==> src/rtl/s16alu_pkg.sv <==
package s16alu_pkg;

   localparam logic [4:0] OP_SET = 5'h01;
   localparam logic [4:0] OP_ADD = 5'h02;
   localparam logic [4:0] OP_SUB = 5'h03;
   localparam logic [4:0] OP_MUL = 5'h04;
   localparam logic [4:0] OP_MLI = 5'h05;
   localparam logic [4:0] OP_DIV = 5'h06;
   localparam logic [4:0] OP_DVI = 5'h07;
   localparam logic [4:0] OP_MOD = 5'h08;
   localparam logic [4:0] OP_MDI = 5'h09;
   localparam logic [4:0] OP_AND = 5'h0a;
   localparam logic [4:0] OP_BOR = 5'h0b;
   localparam logic [4:0] OP_XOR = 5'h0c;
   localparam logic [4:0] OP_SHR = 5'h0d;
   localparam logic [4:0] OP_ASR = 5'h0e;
   localparam logic [4:0] OP_SHL = 5'h0f;
   localparam logic [4:0] OP_IFB = 5'h10;
   localparam logic [4:0] OP_IFC = 5'h11;
   localparam logic [4:0] OP_IFE = 5'h12;
   localparam logic [4:0] OP_IFN = 5'h13;
   localparam logic [4:0] OP_IFG = 5'h14;
   localparam logic [4:0] OP_IFA = 5'h15;
   localparam logic [4:0] OP_IFL = 5'h16;
   localparam logic [4:0] OP_IFU = 5'h17;
   localparam logic [4:0] OP_ADX = 5'h1a;
   localparam logic [4:0] OP_SBX = 5'h1b;
   localparam logic [4:0] OP_STI = 5'h1e;
   localparam logic [4:0] OP_STD = 5'h1f;

   localparam logic [1:0] STEP_NONE = 2'b00;
   localparam logic [1:0] STEP_INC  = 2'b01;
   localparam logic [1:0] STEP_DEC  = 2'b11;

   // quotient bits: 16 integer, 16 fraction
   localparam int DivBits      = 32;
   localparam int BitsPerStage = 2;
   localparam int DivStages    = DivBits / BitsPerStage;
   localparam int RemStage     = (DivBits / 2) / BitsPerStage - 1;

   typedef struct packed {
      logic        write_b;
      logic [15:0] b_result;
      logic        write_ex;
      logic [15:0] ex_result;
      logic        skip_next;
      logic [1:0]  index_step;
   } result_type;

   typedef struct packed {
      logic [4:0] kind;
      logic       a_zero;
      logic       neg_q;
      logic       neg_r;
   } info_type;

   typedef struct packed {
      logic [15:0] rem;
      logic [31:0] dq;
      logic [15:0] divisor;
      logic [15:0] mod_rem;
   } div_type;

   typedef struct packed {
      result_type res;
      info_type   info;
      div_type    div;
   } pipe_type;

endpackage

==> src/rtl/sixteen_bit_cpu_alu_execute.sv <==
// channel  dir  ports                         payload
// req      in   req_tvalid/tready/tdata/tuser  tdata: a_value, b_value, ex_in; tuser: kind
// rsp      out  rsp_tvalid/tready/tdata        tdata: write_b, b_result, write_ex,
//                                              ex_result, skip_next, index_step
//
// One item per cycle unless a held result stalls the pipe; stages: input stage,
// ALU/multiplier stage, 16 divider stages (2 quotient bits each), output register.
// Synchronous active-high reset clears all valid bits.
// The whole pipe holds while a result waits and rsp_tready is low; nothing is lost.
module sixteen_bit_cpu_alu_execute (
   input  logic        clock,
   input  logic        reset,
   input  logic        req_tvalid,
   output logic        req_tready,
   input  logic [47:0] req_tdata,   // a_value[15:0], b_value[31:16], ex_in[47:32]
   input  logic [4:0]  req_tuser,   // kind[4:0]
   output logic        rsp_tvalid,
   input  logic        rsp_tready,
   output logic [39:0] rsp_tdata    // write_b[0], b_result[16:1], write_ex[17],
                                    // ex_result[33:18], skip_next[34],
                                    // index_step[36:35], zero[39:37]
);

   logic adv;
   logic front_valid;
   s16alu_pkg::pipe_type front_data;
   logic [s16alu_pkg::DivStages:0] dv_valid;
   s16alu_pkg::pipe_type dv_data [s16alu_pkg::DivStages+1];
   s16alu_pkg::result_type res;

   assign adv        = !rsp_tvalid || rsp_tready;
   assign req_tready = adv;

   s16alu_front u_front (
      .clock     (clock),
      .reset     (reset),
      .adv       (adv),
      .in_valid  (req_tvalid),
      .kind      (req_tuser),
      .a_value   (req_tdata[15:0]),
      .b_value   (req_tdata[31:16]),
      .ex_in     (req_tdata[47:32]),
      .out_valid (front_valid),
      .out_data  (front_data)
   );

   assign dv_valid[0] = front_valid;
   assign dv_data[0]  = front_data;

   for (genvar i = 0; i < s16alu_pkg::DivStages; i++) begin : g_div
      s16alu_div_step #(
         .CAPTURE_REM (i == s16alu_pkg::RemStage)
      ) u_step (
         .clock     (clock),
         .reset     (reset),
         .adv       (adv),
         .in_valid  (dv_valid[i]),
         .in_data   (dv_data[i]),
         .out_valid (dv_valid[i+1]),
         .out_data  (dv_data[i+1])
      );
   end

   s16alu_back u_back (
      .clock     (clock),
      .reset     (reset),
      .adv       (adv),
      .in_valid  (dv_valid[s16alu_pkg::DivStages]),
      .in_data   (dv_data[s16alu_pkg::DivStages]),
      .out_valid (rsp_tvalid),
      .out_data  (res)
   );

   assign rsp_tdata = {3'b000, res.index_step, res.skip_next, res.ex_result,
                       res.write_ex, res.b_result, res.write_b};

endmodule

==> src/rtl/s16alu_front.sv <==
module s16alu_front (
   input  logic                 clock,
   input  logic                 reset,
   input  logic                 adv,
   input  logic                 in_valid,
   input  logic [4:0]           kind,
   input  logic [15:0]          a_value,
   input  logic [15:0]          b_value,
   input  logic [15:0]          ex_in,
   output logic                 out_valid,
   output s16alu_pkg::pipe_type out_data
);

   logic        s1_valid_ff;
   logic [4:0]  s1_kind_ff;
   logic [15:0] s1_a_ff, s1_b_ff, s1_ex_ff;
   logic        s2_valid_ff;
   s16alu_pkg::pipe_type s2_data_ff, s2_data_in;

   always_ff @(posedge clock) begin
      if (reset) begin
         s1_valid_ff <= 1'b0;
         s2_valid_ff <= 1'b0;
      end else if (adv) begin
         s1_valid_ff <= in_valid;
         s2_valid_ff <= s1_valid_ff;
      end
   end

   always_ff @(posedge clock) begin
      if (adv) begin
         s1_kind_ff <= kind;
         s1_a_ff    <= a_value;
         s1_b_ff    <= b_value;
         s1_ex_ff   <= ex_in;
         s2_data_ff <= s2_data_in;
      end
   end

   always_comb begin
      logic [15:0] a, b;
      logic [16:0] sum;
      logic [17:0] sum3;
      logic signed [18:0] dif3;
      logic [31:0] prod, t;
      logic signed [31:0] sprod, st;
      logic        big;
      logic [15:0] ma, mb;
      s16alu_pkg::result_type r;
      a = s1_a_ff;
      b = s1_b_ff;
      big = (a[15:5] != 11'd0);
      sum = {1'b0, b} + {1'b0, a};
      sum3 = {2'b00, b} + {2'b00, a} + {2'b00, s1_ex_ff};
      dif3 = $signed({3'b000, b}) - $signed({3'b000, a}) + $signed({3'b000, s1_ex_ff});
      prod = {16'd0, b} * {16'd0, a};
      sprod = $signed({{16{b[15]}}, b}) * $signed({{16{a[15]}}, a});
      r = '0;
      t = '0;
      st = '0;
      case (s1_kind_ff)
         s16alu_pkg::OP_SET: begin
            r.write_b = 1'b1; r.b_result = a;
         end
         s16alu_pkg::OP_ADD: begin
            r.write_b = 1'b1; r.b_result = sum[15:0];
            r.write_ex = 1'b1; r.ex_result = {15'd0, sum[16]};
         end
         s16alu_pkg::OP_SUB: begin
            r.write_b = 1'b1; r.b_result = b - a;
            r.write_ex = 1'b1; r.ex_result = (b < a) ? 16'hffff : 16'h0000;
         end
         s16alu_pkg::OP_MUL: begin
            r.write_b = 1'b1; r.b_result = prod[15:0];
            r.write_ex = 1'b1; r.ex_result = prod[31:16];
         end
         s16alu_pkg::OP_MLI: begin
            r.write_b = 1'b1; r.b_result = sprod[15:0];
            r.write_ex = 1'b1; r.ex_result = sprod[31:16];
         end
         s16alu_pkg::OP_DIV, s16alu_pkg::OP_DVI: begin
            r.write_b = 1'b1; r.write_ex = 1'b1;
         end
         s16alu_pkg::OP_MOD, s16alu_pkg::OP_MDI: begin
            r.write_b = 1'b1;
         end
         s16alu_pkg::OP_AND: begin
            r.write_b = 1'b1; r.b_result = b & a;
         end
         s16alu_pkg::OP_BOR: begin
            r.write_b = 1'b1; r.b_result = b | a;
         end
         s16alu_pkg::OP_XOR: begin
            r.write_b = 1'b1; r.b_result = b ^ a;
         end
         s16alu_pkg::OP_SHR: begin
            r.write_b = 1'b1; r.write_ex = 1'b1;
            if (!big) begin
               t = {b, 16'd0} >> a[4:0];
               r.b_result = t[31:16]; r.ex_result = t[15:0];
            end
         end
         s16alu_pkg::OP_ASR: begin
            r.write_b = 1'b1; r.write_ex = 1'b1;
            if (!big) st = $signed({b, 16'd0}) >>> a[4:0];
            else st = {32{b[15]}};
            r.b_result = st[31:16]; r.ex_result = st[15:0];
         end
         s16alu_pkg::OP_SHL: begin
            r.write_b = 1'b1; r.write_ex = 1'b1;
            if (!big) begin
               t = {16'd0, b} << a[4:0];
               r.b_result = t[15:0]; r.ex_result = t[31:16];
            end
         end
         s16alu_pkg::OP_IFB: r.skip_next = ((b & a) == 16'd0);
         s16alu_pkg::OP_IFC: r.skip_next = ((b & a) != 16'd0);
         s16alu_pkg::OP_IFE: r.skip_next = (b != a);
         s16alu_pkg::OP_IFN: r.skip_next = (b == a);
         s16alu_pkg::OP_IFG: r.skip_next = !(b > a);
         s16alu_pkg::OP_IFA: r.skip_next = !($signed(b) > $signed(a));
         s16alu_pkg::OP_IFL: r.skip_next = !(b < a);
         s16alu_pkg::OP_IFU: r.skip_next = !($signed(b) < $signed(a));
         s16alu_pkg::OP_ADX: begin
            r.write_b = 1'b1; r.b_result = sum3[15:0];
            r.write_ex = 1'b1; r.ex_result = {15'd0, (sum3[17:16] != 2'b00)};
         end
         s16alu_pkg::OP_SBX: begin
            r.write_b = 1'b1; r.b_result = dif3[15:0];
            r.write_ex = 1'b1;
            if (dif3[18]) r.ex_result = 16'hffff;
            else if (dif3[17:16] != 2'b00) r.ex_result = 16'h0001;
            else r.ex_result = 16'h0000;
         end
         s16alu_pkg::OP_STI: begin
            r.write_b = 1'b1; r.b_result = a; r.index_step = s16alu_pkg::STEP_INC;
         end
         s16alu_pkg::OP_STD: begin
            r.write_b = 1'b1; r.b_result = a; r.index_step = s16alu_pkg::STEP_DEC;
         end
         default: r = '0;
      endcase

      // signed ops divide magnitudes, sign fixed at the end
      if (s1_kind_ff == s16alu_pkg::OP_DVI || s1_kind_ff == s16alu_pkg::OP_MDI) begin
         ma = a[15] ? 16'(-a) : a;
         mb = b[15] ? 16'(-b) : b;
         s2_data_in.info.neg_q = a[15] ^ b[15];
         s2_data_in.info.neg_r = b[15];
      end else begin
         ma = a;
         mb = b;
         s2_data_in.info.neg_q = 1'b0;
         s2_data_in.info.neg_r = 1'b0;
      end
      s2_data_in.res         = r;
      s2_data_in.info.kind   = s1_kind_ff;
      s2_data_in.info.a_zero = (a == 16'd0);
      s2_data_in.div.rem     = 16'd0;
      s2_data_in.div.dq      = {mb, 16'd0};
      s2_data_in.div.divisor = ma;
      s2_data_in.div.mod_rem = 16'd0;
   end

   assign out_valid = s2_valid_ff;
   assign out_data  = s2_data_ff;

endmodule

==> src/rtl/s16alu_div_step.sv <==
module s16alu_div_step #(
   parameter bit CAPTURE_REM = 1'b0
) (
   input  logic                 clock,
   input  logic                 reset,
   input  logic                 adv,
   input  logic                 in_valid,
   input  s16alu_pkg::pipe_type in_data,
   output logic                 out_valid,
   output s16alu_pkg::pipe_type out_data
);

   logic                 valid_ff;
   s16alu_pkg::pipe_type data_ff, data_in;

   always_ff @(posedge clock) begin
      if (reset) valid_ff <= 1'b0;
      else if (adv) valid_ff <= in_valid;
   end

   always_ff @(posedge clock) begin
      if (adv) data_ff <= data_in;
   end

   always_comb begin
      logic [15:0] rem;
      logic [31:0] dq;
      logic [16:0] trial;
      rem = in_data.div.rem;
      dq  = in_data.div.dq;
      for (int k = 0; k < s16alu_pkg::BitsPerStage; k++) begin
         trial = {rem, dq[31]};
         if (trial >= {1'b0, in_data.div.divisor}) begin
            rem = 16'(trial - {1'b0, in_data.div.divisor});
            dq  = {dq[30:0], 1'b1};
         end else begin
            rem = trial[15:0];
            dq  = {dq[30:0], 1'b0};
         end
      end
      data_in         = in_data;
      data_in.div.rem = rem;
      data_in.div.dq  = dq;
      if (CAPTURE_REM) data_in.div.mod_rem = rem;
   end

   assign out_valid = valid_ff;
   assign out_data  = data_ff;

endmodule

==> src/rtl/s16alu_back.sv <==
module s16alu_back (
   input  logic                   clock,
   input  logic                   reset,
   input  logic                   adv,
   input  logic                   in_valid,
   input  s16alu_pkg::pipe_type   in_data,
   output logic                   out_valid,
   output s16alu_pkg::result_type out_data
);

   logic                   valid_ff;
   s16alu_pkg::result_type data_ff, data_in;

   always_ff @(posedge clock) begin
      if (reset) valid_ff <= 1'b0;
      else if (adv) valid_ff <= in_valid;
   end

   always_ff @(posedge clock) begin
      if (adv) data_ff <= data_in;
   end

   always_comb begin
      logic [15:0] qi, qf, rm;
      qi = in_data.div.dq[31:16];
      qf = in_data.div.dq[15:0];
      rm = in_data.div.mod_rem;
      data_in = in_data.res;
      case (in_data.info.kind)
         s16alu_pkg::OP_DIV, s16alu_pkg::OP_DVI: begin
            if (in_data.info.neg_q) begin
               qi = 16'(-qi);
               qf = 16'(-qf);
            end
            data_in.b_result  = in_data.info.a_zero ? 16'd0 : qi;
            data_in.ex_result = in_data.info.a_zero ? 16'd0 : qf;
         end
         s16alu_pkg::OP_MOD, s16alu_pkg::OP_MDI: begin
            if (in_data.info.neg_r) rm = 16'(-rm);
            data_in.b_result = in_data.info.a_zero ? 16'd0 : rm;
         end
         default: data_in = in_data.res;
      endcase
   end

   assign out_valid = valid_ff;
   assign out_data  = data_ff;

endmodule
==> config.mk <==
export PLATFORM = sky130hd
export DESIGN_NAME = sixteen_bit_cpu_alu_execute
export DESIGN_NICKNAME = d
export VERILOG_FILES = /design/src/rtl/s16alu_pkg.sv /design/src/rtl/sixteen_bit_cpu_alu_execute.sv /design/src/rtl/s16alu_front.sv /design/src/rtl/s16alu_div_step.sv /design/src/rtl/s16alu_back.sv
export SDC_FILE = /design/constraint.sdc
export NUM_CORES = 2
export LEC_CHECK = 0
export BUFFER_PORTS_ARGS = -buffer_cell sky130_fd_sc_hd__buf_4
export CAP_MARGIN = 20
export CORE_MARGIN = 2
export CORE_UTILIZATION = 45
export DETAILED_ROUTE_END_ITERATION = 7
export GPL_TIMING_DRIVEN = 0
export PLACE_DENSITY = 0.71
export SYNTH_ARGS = -nofsm -noshare
export SYNTH_HDL_FRONTEND = slang
export SYNTH_SLANG_ARGS = --single-unit
==> constraint.sdc <==
create_clock -name clock -period 192.7 [get_ports clock]
set_clock_uncertainty 0.1 [all_clocks]
set_input_delay 38.54 -clock clock [delete_from_list [all_inputs] [get_ports clock]]
set_output_delay 38.54 -clock clock [all_outputs]
set_load 0.005 [all_outputs]
======== Word-level counts from Yosys, hierarchy flattened ========
Cells that the tools add are included.
operators by class
  shift-type cells ........................ 3
  multiply operators ...................... 2
  equal/unequal tests ..................... 33
  order comparisons ....................... 36
  multiplexer cells ....................... 89
  bitwise gates (word level) .............. 4
  reduce and logical (&&, ||, !) cells .... 18
  add/subtract/negate cells ............... 42
operator list
  cell                                           number
  2-to-1 mux 16 bit                              48
  >= comparator 17 x 16 -> 1 bit                 31
  subtractor 16 bit                              31
  case mux 16 bit (13 select lines)              1
  case mux 16 bit (9 select lines)               1
  negation 16 bit                                5
  multiplier 16 x 16 -> 32 bit                   2
  == test 5 bit, second input constant           12
  == test 5 x 4 -> 1 bit, second input constant  10
  2-to-1 mux 1 bit                               35
  adder 16 x 16 -> 17 bit                        2
  greater-than comparator 16 bit                 2
  zero test 16 bit                               2
  less-than comparator 16 bit                    2
  2-to-1 mux 32 bit                              1
  case mux 16 bit (2 select lines)               1
  << shifter 16 x 5 -> 32 bit                    1
  >> shifter 32 x 5 -> 32 bit                    1
  >>> shifter 32 x 5 -> 32 bit                   1
  == test 5 x 3 -> 1 bit, second input constant  6
  adder 19 x 17 -> 19 bit                        1
  OR reduction 19 bit                            1
  adder 18 x 16 -> 18 bit                        1
  subtractor 16 x 16 -> 17 bit                   1
  other kinds (20)                               28
word-level totals
  output and inout port bits .............. 42
  input bits .............................. 57
  bits in registers ....................... 2026
  logic and storage cells ................. 482

======== Depth between registers and ports, before layout ========
  depth after elaboration ................. 6
  gate-level depth with buffers ........... 28
  gate-level depth less buffers ........... 24

======== Cells and area by module ========
Synthesis repeated with hierarchy kept, for this count alone.
second synthesis, totals
  cell total of the unflattened synthesis .. 9449
  area, all modules ....................... 121761.8 µm²
modules (own cells, without submodules)
  module                                   area each (µm²)  times used  cells an instance  sequential area each (µm²)
  s16alu_div_step at g_div[11].u_step ...  5770.5           12          380                3773.6
  s16alu_front                             26905.8          1           3052               3943.8
  s16alu_div_step at g_div[0].u_step ...   5894.4           2           409                3773.6
  s16alu_div_step at g_div[15].u_step      5814.3           1           385                3773.6
  s16alu_div_step at g_div[7].u_step       5410.2           1           380                3293.2
  s16alu_back                              2563.7           1           249                1131.1
  sixteen_bit_cpu_alu_execute              32.5             1           5                  0.0

======== Worst setup path after synthesis ========
Ideal clock, no wire load.
  path kind ............................... input port to output port
  start point ............................. input rsp_tready
  end point ............................... output req_tready
  arrival time ............................ 87.404 ns
  stages .................................. 3
  buffers on the path ..................... 1
  setup slack ............................. 66.656 ns
  cell sequence ........................... nor2b_1 clkinv_1 clkbuf_1
on the way
  longest elaborated chain between the ends .. 1
ends and longest elaborated chain
  element             RTL line                           text
  start: declaration  sixteen_bit_cpu_alu_execute.sv:18  input logic rsp_tready,
  logical OR 1 bit    sixteen_bit_cpu_alu_execute.sv:31  assign adv = !rsp_tvalid || rsp_tready;
  end: declaration    sixteen_bit_cpu_alu_execute.sv:14  output logic req_tready,
Every way passes these cells.

======== Worst setup path in the final report ========
Ends and elaborated chain as after synthesis.

==> results.toml <==
[status]
outcome = "complete, but fails checks"
violations = "DRC"

[timing]
fmax_ghz = 0.01241
max_slew_margin_pct = 18.66
drv_slew = 0
worstMarginPinSlew_ns = 1.220
tns_ns = 0
setup_viol = 0
rsz0062_at_grt = "no"
hold_violations = 0
post-route-period-util_pct = 41.81
holdWs_ns = 0.2614
fin_crit_ns = 80.57
setup_slack_ns = 112.13

[global_routing]
met1_usage_pct = 30.07
grt_pass1_vias = 70810
antenna_found_initial = 13
grt_remaining_overflow = 0
met3_usage_pct = 4.395
grt-busiest-layer = "met2"
use_met2_pct = 37.62
grt_pass1_wl_um = 429200
globalRouteTotalUtil_pct = 23.32
grt_max_degree = 76

[clocking]
cts.path.max_buffers = 3
cts_tree = "yes"
clock-root-buffer = "clkbuf_16"
cts_resized = 0
worstSkewPairLatency_ns = 0.87
clk_pin_slew_ns = 0.06
post_cts_buffers = 0
clock-sinks = 1825
cts_buffers = 185
cts_max_level = 4
postCtsHoldBufs = 0

[floorplanning]
die_w_um = 490.2
fp.dieH_um = 490.2
coreArea_um2 = 235200
num_io_pins = 99
die-area_um2 = 240300
placementRows = 178
start_util_pct = 45.23

[setup_path]
critPathBufInv = 10
r2r_start = "u_front.s1_a_ff[3]"
cp-start-kind = "primary input"
cp_top_family = "buffers and inverters"
slowest_stage = "clkbuf_4"
cpPeakStageDelay_ns = 0.68
crit_fanout = 75
cp_data_required_time_ns = 154.06
crit_arrival_ns = 41.93
crit_top_cell = "buf_16"
cp_cell_sequence = "buf_4 -> nor2b_1 -> clkinv_1 -> clkbuf_4 -> buf_16 -> buf_12 -> buf_16 -> buf_16 -> buf_16 -> buf_16 -> buf_4"
startpoint = "rsp_tready"
worstSetupPathType = "in2out"
setup.worst_path.end_class = "output port"
reg2reg_setup_slack_ns = 181.29

[cells_and_area]
finalCoreUtilization_pct = 50.23
area_delta_synth_final_pct = 11.06
nets = 10310
drive_above_1_share_pct = 8.883
n_fill_cell = 20520

[power]
comb_power_share_pct = 57.7
cellPowerDensity_nw_per_um2 = 19.52
design_power_total_uw = 2306
seq_power_share_pct = 26.5
pwr-share-clk_pct = 15.7
power_leakage_uw = 0.04983
switching_power_uw = 998.6
swShare_pct = 43.30
intPower_uw = 1308
ir_drop_mv = 0.07624

[synth]
synth_cell_types = 97
synthTopCellsByArea = "edfxtp_1 51%, ha_1 8.6%, fa_1 7.4%"
synthTopCellsByCount = "1,806 x edfxtp_1, 959 x inv_1, 729 x ha_1, 602 x nand2_1, 550 x nor2_1"
synth_edf_count = 1806
synth_top_area_share_pct = 50.98
yosysTopAreaCell = "edfxtp_1"
yosys_warnings = 0
ys_async_sr_fraction_pct = 0
synth.avg_cell_area_um2 = 12.07
ys.flop_type = "edfxtp_1"
syn_area_um2 = 106400
yosysSeqAreaShare_pct = 51.34
ys_seq_elements = 1825
yosys.cell_count.top_type = "edfxtp_1"
netlist_instances = 8810

[routing]
wl_um = 282900
vias = 70080
wire_per_inst_um = 22.74
vias_per_cell = 5.634
ant_nets = 0
drtIter0Drc = 6124
first_pass_iters = 8
drc = 1

[place]
pre_cts_ws_ns = 112.12
place_congestion = 0.9951
dp_hpwl_um = 221600
port-buffer-count = 94

[worst_hold_path]
hold_start = "g_div[10].u_step.out_data[46]"
hold_class = "reg2reg"

[job]
drv_cap = 0
metal layers:
layer / vias up / wire length (um)
met5: - / 11
met3: 634 / 18630
li1: 32660 / -
met4: 2 / 15830
met2: 2306 / 131300
met1: 34490 / 117100
flip-flops by register name, indices dropped and copies added, names as in the netlist:
| signal | cells |
|---|---|
| g_div.u_step.out_data | 1640 |
| u_front.out_data | 76 |
| u_back.out_data | 37 |
| g_div.u_step.out_valid | 16 |
| u_front.s1_a_ff | 16 |
| u_front.s1_b_ff | 16 |
| u_front.s1_ex_ff | 16 |
| u_front.s1_kind_ff | 5 |
| u_back.out_valid | 1 |
| u_front.out_valid | 1 |
| u_front.s1_valid_ff | 1 |
through the flow:
stage          area, um^2  std cells
4_1_cts            118100      12440
3_3_place_gp       111000      12060
6_report           118100      12440
2_1_floorplan      106400       8812
5_1_grt            118100      12440
3_5_place_dp       111900      12090
path summary, 6_finish.rpt:
kind / end / cells past startpoint
max: req_tready / 11
min: g_div[11].u_step.out_data[48] / 0
max reg2reg: u_front.out_data[104] / 25
min reg2reg: g_div[11].u_step.out_data[48] / 0
logic make-up after synthesis:
kind of cell	Yosys count	synth area share, %
other	1	0.003525
AOI/OAI and AO/OA	1718	10.65
buffers and inverters	1195	4.252
xor gates and xnor gates	499	4.109
adders and majority gates	1122	15.97
muxes	414	4.578
and+or+nand+nor	2036	9.094
DFF	1825	51.34
area by class of cell:
| class | instances | area, um^2 | share of cell area [%] |
|---|---|---|---|
| well taps | 3150 | 3941 | 3.336 |
| flip-flops and latches | 1825 | 54610 | 46.23 |
| plain buffers | 225 | 885.9 | 0.7499 |
| clock inverters | 121 | 1413 | 1.196 |
| inverters | 970 | 3641 | 3.082 |
| diodes | 2 | 5.005 | 0.004237 |
| multi-input cells | 5792 | 47260 | 40.01 |
| clock buffers | 223 | 4825 | 4.084 |
| repair buffers | 131 | 1546 | 1.309 |
cells in the final DEF (no fill, tap or decap), types with 124 or more instances in the layout:
master,netlist,layout
nand3_1,138,138
fa_1,393,393
nor2_1,550,549
o21ai_0,366,366
inv_1,959,959
clkbuf_16,0,187
a21oi_1,437,437
ha_1,729,729
nand2_1,602,602
a21o_1,150,150
clkbuf_1,171,205
xnor2_1,350,350
nor3_1,124,124
mux2_2,298,298
edfxtp_1,1806,1806
xor2_1,149,149
power groups by stage:
stage | clock (uW) | combinational, uW | sequential (uW)
after global placement | 0 | 1270 | 617
after detailed placement | 0 | 1300 | 620
after CTS | 375 | 1310 | 613
after global routing | 389 | 1460 | 621
after floorplan | 0 | 921 | 594
final | 363 | 1330 | 612
Note: power is estimated with default switching activity, not from simulation.
